`src/rtl/rdf_pkg.sv`:
```
// Shared types and constants for the recent duplicate filter.
package rdf_pkg;

  localparam int WINDOW_DEPTH_DEF = 16;
  localparam int WINDOW_SIZE_RESET = 8;
  localparam logic [1:0] MIN_LEVEL_RESET = 2'd1;

  localparam int HASH_W = 64;
  localparam int LEVEL_W = 2;
  localparam int CFG_INDEX_W = 2;
  localparam int CFG_DATA_W = 5;

  localparam logic [CFG_INDEX_W-1:0] CFG_WINDOW_SIZE = 2'd0;
  localparam logic [CFG_INDEX_W-1:0] CFG_MIN_LEVEL = 2'd1;

  typedef enum logic [1:0] {
    VERDICT_FORWARD = 2'd0,
    VERDICT_REJECT  = 2'd1,
    VERDICT_REPEAT  = 2'd2
  } verdict_t;

  typedef enum logic [2:0] {
    S_IDLE,
    S_CHECK,
    S_SCAN,
    S_WRITE,
    S_DONE
  } rdf_state_t;

  // controller -> datapath
  typedef struct packed {
    logic     load_item;
    logic     start_scan;
    logic     scan;
    logic     write_entry;
    logic     set_verdict;
    verdict_t verdict;
  } rdf_cmd_t;

  // datapath -> controller
  typedef struct packed {
    logic below_level;
    logic filter_off;
    logic ring_empty;
    logic hit;
    logic scan_done;
  } rdf_status_t;

endpackage

```
`src/rtl/rdf_ctrl.sv`:
```
// Controller state machine of the recent duplicate filter.
module rdf_ctrl (
  input  logic                 clk,
  input  logic                 rst,
  input  logic                 in_valid,
  output logic                 in_ready,
  output logic                 out_valid,
  input  logic                 out_ready,
  input  rdf_pkg::rdf_status_t status,
  output rdf_pkg::rdf_cmd_t    cmd
);
  import rdf_pkg::*;

  rdf_state_t state, state_next;

  always_ff @(posedge clk) begin
    if (rst) begin
      state <= S_IDLE;
    end else begin
      state <= state_next;
    end
  end

  always_comb begin
    state_next = state;
    cmd = '0;
    cmd.verdict = VERDICT_FORWARD;
    in_ready = 1'b0;
    out_valid = 1'b0;
    unique case (state)
      S_IDLE: begin
        in_ready = 1'b1;
        if (in_valid) begin
          cmd.load_item = 1'b1;
          state_next = S_CHECK;
        end
      end
      S_CHECK: begin
        if (status.below_level) begin
          cmd.set_verdict = 1'b1;
          cmd.verdict = VERDICT_REJECT;
          state_next = S_DONE;
        end else if (status.filter_off) begin
          cmd.set_verdict = 1'b1;
          cmd.verdict = VERDICT_FORWARD;
          state_next = S_DONE;
        end else if (status.ring_empty) begin
          state_next = S_WRITE;
        end else begin
          cmd.start_scan = 1'b1;
          state_next = S_SCAN;
        end
      end
      S_SCAN: begin
        cmd.scan = 1'b1;
        // a hit on the last compare wins over the end of the walk
        if (status.hit) begin
          cmd.set_verdict = 1'b1;
          cmd.verdict = VERDICT_REPEAT;
          state_next = S_DONE;
        end else if (status.scan_done) begin
          state_next = S_WRITE;
        end
      end
      S_WRITE: begin
        cmd.write_entry = 1'b1;
        cmd.set_verdict = 1'b1;
        cmd.verdict = VERDICT_FORWARD;
        state_next = S_DONE;
      end
      S_DONE: begin
        out_valid = 1'b1;
        if (out_ready) begin
          state_next = S_IDLE;
        end
      end
      default: begin
        state_next = S_IDLE;
      end
    endcase
  end

endmodule

```
`src/rtl/rdf_datapath.sv`:
```
// Datapath of the recent duplicate filter: config, hash ring, compare walk.
module rdf_datapath #(
  parameter int WINDOW_DEPTH = rdf_pkg::WINDOW_DEPTH_DEF
) (
  input  logic                             clk,
  input  logic                             rst,
  input  logic [rdf_pkg::HASH_W-1:0]       msg_hash,
  input  logic [rdf_pkg::LEVEL_W-1:0]      severity,
  input  logic                             cfg_valid,
  input  logic [rdf_pkg::CFG_INDEX_W-1:0]  cfg_index,
  input  logic [rdf_pkg::CFG_DATA_W-1:0]   cfg_data,
  input  rdf_pkg::rdf_cmd_t                cmd,
  output rdf_pkg::rdf_status_t             status,
  output logic [1:0]                       verdict
);
  import rdf_pkg::*;

  localparam int PTR_W = (WINDOW_DEPTH > 1) ? $clog2(WINDOW_DEPTH) : 1;
  localparam int CNT_W = $clog2(WINDOW_DEPTH + 1);
  localparam int CAP_RESET =
    (WINDOW_SIZE_RESET > WINDOW_DEPTH) ? WINDOW_DEPTH : WINDOW_SIZE_RESET;

  logic [HASH_W-1:0]  hash_q;
  logic [LEVEL_W-1:0] sev_q;
  logic [CNT_W-1:0]   cap;
  logic [LEVEL_W-1:0] min_level;
  logic [CNT_W-1:0]   fill_count;
  logic [PTR_W-1:0]   oldest_ptr;
  logic [PTR_W-1:0]   next_ptr;
  logic [CNT_W-1:0]   issue_cnt;
  logic [PTR_W-1:0]   rd_slot;
  logic               cmp_valid;
  logic               cmp_last;
  logic [HASH_W-1:0]  rdata;
  logic [HASH_W-1:0]  ring [WINDOW_DEPTH];
  verdict_t           verdict_q;

  logic               cfg_wr;
  logic               rd_en;
  logic [CNT_W-1:0]   cap_wr;
  logic [PTR_W-1:0]   rd_slot_next;
  logic [PTR_W-1:0]   next_ptr_next;

  assign cfg_wr = cfg_valid;
  assign rd_en  = cmd.scan && (issue_cnt != fill_count);

  // window_size saturates at the ring depth
  assign cap_wr = (32'(cfg_data) > 32'(WINDOW_DEPTH)) ? CNT_W'(WINDOW_DEPTH)
                                                      : CNT_W'(cfg_data);

  assign rd_slot_next  = ((CNT_W'(rd_slot) + 1'b1) == cap) ? '0 : rd_slot + 1'b1;
  assign next_ptr_next = ((CNT_W'(next_ptr) + 1'b1) == cap) ? '0 : next_ptr + 1'b1;

  always_ff @(posedge clk) begin
    if (cmd.load_item) begin
      hash_q <= msg_hash;
      sev_q  <= severity;
    end
  end

  always_ff @(posedge clk) begin
    if (rst) begin
      cap        <= CNT_W'(CAP_RESET);
      min_level  <= MIN_LEVEL_RESET;
      fill_count <= '0;
      oldest_ptr <= '0;
      next_ptr   <= '0;
    end else if (cfg_wr) begin
      if (cfg_index == CFG_WINDOW_SIZE) begin
        cap        <= cap_wr;
        fill_count <= '0;
        oldest_ptr <= '0;
        next_ptr   <= '0;
      end else if (cfg_index == CFG_MIN_LEVEL) begin
        min_level <= cfg_data[LEVEL_W-1:0];
      end
    end else if (cmd.write_entry) begin
      next_ptr <= next_ptr_next;
      if (fill_count < cap) begin
        fill_count <= fill_count + 1'b1;
      end else begin
        oldest_ptr <= next_ptr_next;
      end
    end
  end

  // walk from the oldest entry over fill_count slots, one read a cycle
  always_ff @(posedge clk) begin
    if (rst) begin
      cmp_valid <= 1'b0;
    end else if (cmd.start_scan) begin
      cmp_valid <= 1'b0;
    end else begin
      cmp_valid <= rd_en;
    end
  end

  always_ff @(posedge clk) begin
    if (cmd.start_scan) begin
      issue_cnt <= '0;
      rd_slot   <= oldest_ptr;
    end else if (rd_en) begin
      issue_cnt <= issue_cnt + 1'b1;
      rd_slot   <= rd_slot_next;
      cmp_last  <= (issue_cnt + 1'b1) == fill_count;
    end
  end

  always_ff @(posedge clk) begin
    if (rd_en) begin
      rdata <= ring[rd_slot];
    end
    if (cmd.write_entry) begin
      ring[next_ptr] <= hash_q;
    end
  end

  always_ff @(posedge clk) begin
    if (cmd.set_verdict) begin
      verdict_q <= cmd.verdict;
    end
  end

  assign status.below_level = sev_q < min_level;
  assign status.filter_off  = cap == '0;
  assign status.ring_empty  = fill_count == '0;
  assign status.hit         = cmp_valid && (rdata == hash_q);
  assign status.scan_done   = cmp_valid && cmp_last;

  assign verdict = verdict_q;

endmodule

```
`src/rtl/recent_duplicate_filter.sv`:
```
// Top level of the recent duplicate filter: controller, datapath, checks.
// A rejected or unfiltered message gets its verdict in the check state; a first
//   message goes to the write state; else stored hashes are walked for a repeat.
// Flow: one item at a time; the next input transfer follows the output transfer.
// Reset: window_size 8, min_level 1, ring empty; ring contents are not cleared.
module recent_duplicate_filter #(
  parameter int WINDOW_DEPTH = rdf_pkg::WINDOW_DEPTH_DEF
) (
  input  logic                             clk,
  input  logic                             rst,
  input  logic                             in_valid,
  output logic                             in_ready,
  input  logic [rdf_pkg::HASH_W-1:0]       msg_hash,
  input  logic [rdf_pkg::LEVEL_W-1:0]      severity,
  output logic                             out_valid,
  input  logic                             out_ready,
  output logic [1:0]                       verdict,
  input  logic                             cfg_valid,
  output logic                             cfg_ready,
  input  logic [rdf_pkg::CFG_INDEX_W-1:0]  cfg_index,
  input  logic [rdf_pkg::CFG_DATA_W-1:0]   cfg_data
);
  import rdf_pkg::*;

  rdf_cmd_t    cmd;
  rdf_status_t status;

  assign cfg_ready = 1'b1;

  rdf_ctrl u_ctrl (
    .clk       (clk),
    .rst       (rst),
    .in_valid  (in_valid),
    .in_ready  (in_ready),
    .out_valid (out_valid),
    .out_ready (out_ready),
    .status    (status),
    .cmd       (cmd)
  );

  rdf_datapath #(
    .WINDOW_DEPTH (WINDOW_DEPTH)
  ) u_datapath (
    .clk       (clk),
    .rst       (rst),
    .msg_hash  (msg_hash),
    .severity  (severity),
    .cfg_valid (cfg_valid),
    .cfg_index (cfg_index),
    .cfg_data  (cfg_data),
    .cmd       (cmd),
    .status    (status),
    .verdict   (verdict)
  );

  // one item in flight: no input taken while a result is offered
  assert property (@(posedge clk) disable iff (rst) !(in_ready && out_valid))
    else $error("input ready while result pending");

  // no result in the cycle after an input transfer
  assert property (@(posedge clk) disable iff (rst)
    (in_valid && in_ready) |=> !out_valid)
    else $error("result offered too early");

  // back to idle right after the output transfer
  assert property (@(posedge clk) disable iff (rst)
    (out_valid && out_ready) |=> in_ready)
    else $error("not ready after output transfer");

  assert property (@(posedge clk) disable iff (rst)
    out_valid |-> (verdict == VERDICT_FORWARD || verdict == VERDICT_REJECT ||
                   verdict == VERDICT_REPEAT))
    else $error("undefined verdict code");

endmodule
```
`config.mk`:
```
export PLATFORM = sky130hd
export DESIGN_NAME = recent_duplicate_filter
export DESIGN_NICKNAME = d
export VERILOG_FILES = /design/src/rtl/rdf_pkg.sv /design/src/rtl/rdf_ctrl.sv /design/src/rtl/rdf_datapath.sv /design/src/rtl/recent_duplicate_filter.sv
export SDC_FILE = /design/constraint.sdc
export NUM_CORES = 1
export LEC_CHECK = 0
export BUFFER_PORTS_ARGS = -buffer_cell sky130_fd_sc_hd__buf_2
export CAP_MARGIN = 20
export CORE_MARGIN = 8
export CORE_UTILIZATION = 55
export CTS_CLUSTER_SIZE = 12
export DETAILED_ROUTE_END_ITERATION = 8
export PLACE_DENSITY_LB_ADDON = 0.05
export REMOVE_ABC_BUFFERS = 1
export SYNTH_ARGS = -nofsm -noshare
export SYNTH_HDL_FRONTEND = slang
export SYNTH_SLANG_ARGS = --single-unit
export TNS_END_PERCENT = 50
```
`constraint.sdc`:
```
create_clock -name clk -period 5.41 [get_ports clk]
set_clock_uncertainty 0.2 [all_clocks]
set_input_delay 0.8115 -clock clk [delete_from_list [all_inputs] [get_ports clk]]
set_output_delay 0.8115 -clock clk [all_outputs]
set_load 0.01 [all_outputs]
```
==> impl_results.md <==
* Power Total at 19.22 mW
* #FFs+latches synth at around 1,200
* Clock transition at path regs at 0.06 ns
* Tmin final at 3.883 ns
* Pwr dens at 378.3 nW/um^2
* Root buf cell: clkbuf_16
* Required time worst endpoint at approximately 5.6 ns
* Maxcap violations at 0
* Setup Buffers After CTS at 0
* Yosys warns at 0
* Die area at 91,850 um^2
* DRC at 0
* Antenna Nets Post-Route at 0
* Row count at 105
* Gate Count Post-Synth at 1,937
* Routed wire length at around 99,000 um
* Top post-synthesis cells by area: edfxtp_1 77%, mux4_2 16%, dfxtp_1 1.3%
* Rel. slew slack at between 10% and 20%
* Crit path capture type: register
* CTS tree: yes
* CP endpoint: u_datapath.rdata[11]
* Final worst slack at ~1.5 ns
* Nets at 2,195
* Dpl ws at 1.499 ns
* Die Span Y at 303.1 um
* Critical Path Start: u_datapath.fill_count[2]
* R2r endpoint: u_datapath.rdata[11]
* Seq/Total Area, Yosys at 78.20%
* Via Count at 20,340
* Placer Congestion at ~0.77
* Post-Syn Area per Cell at 23.40 um^2
* Port Buf Inserts at approximately 80
* Netlist cell types at 60
* Worst-Margin Slew at 1.262 ns
* Wire per inst at 30.42 um
* Vias in the first global route at 21,380
* Clock Path Buffers at 3
* Die W at 303.1 um
* DP Cell Count at a little over 3,000
* CP Class: reg -> reg
* Peak VDD IR at 0.3234 mV
* Post-CTS Hold Buffers at 0
* Core area at 81,850 um^2
* Hold WC Path Type: in -> reg
* Reg2Reg Depth at 5
* Total negative slack at 0 ns
* H-tree depth at 3
* Clock Latency Late Sink at 0.67 ns
* Synth async-reset ratio at 0%
* CTS Buf Count at 117
* CTS Sinks at between 1,000 and 1,500
* Static leakage at 15.96 nW
* Endpoints failing setup at 0
* Final period utilization at 71.77%
* Final Hold Vio Count at 0
* Share of the synthesized area in the top cell type at 76.92%
* Largest fanout on the critical path at 39
* DR iter-0 viols at a little under 2,000
* Startpoint Class: register
* # IOs at 83
* Max Freq at between 0.2 and 0.3 GHz
* R2R Setup Slk at 1.53 ns
* Slew Viols, Final at 0
* Pin count of the biggest net entering global routing at about 150
* DR vias/cell at 6.265
* Worst path arrival time at 4.03 ns
* Crit path largest cell delay at 0.99 ns
* Synthesized area at 45,320 um^2
* Share of cells above drive strength 1 at between 20 and 30%
* Final cell count without fillers at 3,247
* Reg-to-Reg Start: u_datapath.fill_count[2]
* Drt pass-1 iters at 5
* Crit-path cells: xor2_1, or4b_1, o21ai_1, clkinv_2, buf_4
* Initial antenna violation count at 0
* GR Overflow Total at 0
* Post-CTS sizing at 0
* Predominant post-synthesis flop cell: edfxtp_1
* Dpl hpwl at ~50,000 um
* Slowest stage cell, crit path: clkinv_2
* Initial Utilization at 55.37%
* Cell taking the most area after synthesis: edfxtp_1
* RSZ-0062 raised after global routing: no
* First-pass GRT wire length at 145,200 um
* Area Overhead vs Synth at 12.11%
* Total Routing Usage GR at 21.91%
* N_diodes at 0
* Status: finished clean
* Number of synthesized flops with an enable pin at 1,161
[Yosys cell counts (all sizes together) (10+ instances only)]
master and number:
edfxtp 1161, mux4 320, buf 52, nand2 44, xnor2 36, clkbuf 31
nor2 31, dfxtp 29, inv 29, xor2 28, nand2b 14, ha 13
nor2b 13, a21oi 12, nand4 12, o21ai 12, nand3 10, nor4 10
[logic make-up after synthesis]
| group | share of synthesized area [%] |
|---|---|
| compound gates | 1.010 |
| xor+xnor | 1.237 |
| fa+ha+maj | 0.3589 |
| buf+inv | 1.159 |
| flops | 78.20 |
| mux | 16.13 |
| other cells | 0.008274 |
| simple gates | 1.897 |
[placed cells by master, fill, tap and decap left out, types with 10 or more instances in the layout]
cell type	count
edfxtp_1	1161
dfxtp_1	29
nand2b_1	13
buf_12	16
nand4_1	12
clkbuf_16	121
nand3_1	10
xor2_1	28
buf_2	81
mux4_2	320
a21oi_1	12
ha_1	13
clkinv_1	12
clkinv_2	14
nor2_4	12
inv_1	28
clkbuf_1	40
nor2b_1	13
xnor2_1	36
nand2_1	44
buf_4	32
nor2_1	19
[worst max-delay path: cells and delay by family (launching register included)]
| kind | cells | cell delay, ns |
|---|---|---|
| xor+xnor | 1 | 0.14 |
| flops | 1 | 0.46 |
| buf+inv | 2 | 1.62 |
| compound gates | 1 | 0.57 |
| simple gates | 1 | 0.53 |
[power breakdown]
part           switching (mW)  internal, mW  total, mW
sequential              0.516          10.8       11.3
combinational           0.348         0.191      0.539
clock                    3.23          4.19       7.42
total                    4.09          15.1       19.2
[metrics by stage]
stage / cell area (um^2) / util, % / hold slack, ns
floorplan: 44910 / - / 0.2322
global placement: 47310 / 57.80 / 0.2568
detailed placement: 47370 / 57.87 / 0.2699
CTS: 50790 / 62.05 / 0.06544
global route: 50810 / 62.08 / 0.06046
finish: 50810 / 62.08 / 0.1049
[cell type report]
type                    instances  area [um^2]
flip-flops and latches       1190        35440
fillers                      5585        31030
multi-input cells             633         9472
clock buffers                 164         3219
well taps                    1070         1339
repair buffers                131         1021
clock inverters                28        200.2
inverters                      31        117.6
[worst min path at each step]
stage,startpoint,endpoint,slack (ns),cells after the start
2_1_floorplan,u_datapath.oldest_ptr[0],u_datapath.oldest_ptr[0],0.23,1
3_3_place_gp,u_datapath.oldest_ptr[1],u_datapath.oldest_ptr[1],0.26,1
3_5_place_dp,u_datapath.oldest_ptr[0],u_datapath.oldest_ptr[0],0.27,1
4_1_cts,msg_hash[26],u_datapath.hash_q[26],0.07,1
5_1_grt,msg_hash[26],u_datapath.hash_q[26],0.06,1
6_report,msg_hash[26],u_datapath.hash_q[26],0.10,1
[state kept, by name (all words and copies together) (netlist names)]
name,cells
u_datapath.rdata,64
u_datapath.cmp_valid,1
u_datapath.ring,1024
u_ctrl.state,3
u_datapath.rd_slot,4
u_datapath.next_ptr,4
u_datapath.cmp_last,1
u_datapath.verdict,2
u_datapath.cap,5
u_datapath.oldest_ptr,4
u_datapath.issue_cnt,5
u_datapath.sev_q,2
u_datapath.hash_q,64
u_datapath.fill_count,5
u_datapath.min_level,2
[routing by layer]
layer / up-vias / GRT usage, % / wire length, um / part of all wire [%]
li1: 8524 / - / - / -
met1: 11030 / 30.83 / 41780 / 42
met2: 636 / 36.14 / 49590 / 50
met3: 151 / 3.459 / 5068 / 5.1
met4: 0 / 5.770 / 2348 / 2.4
met5: - / 0 / 0 / 0
No activity file was read; power rests on OpenSTA's default activity.
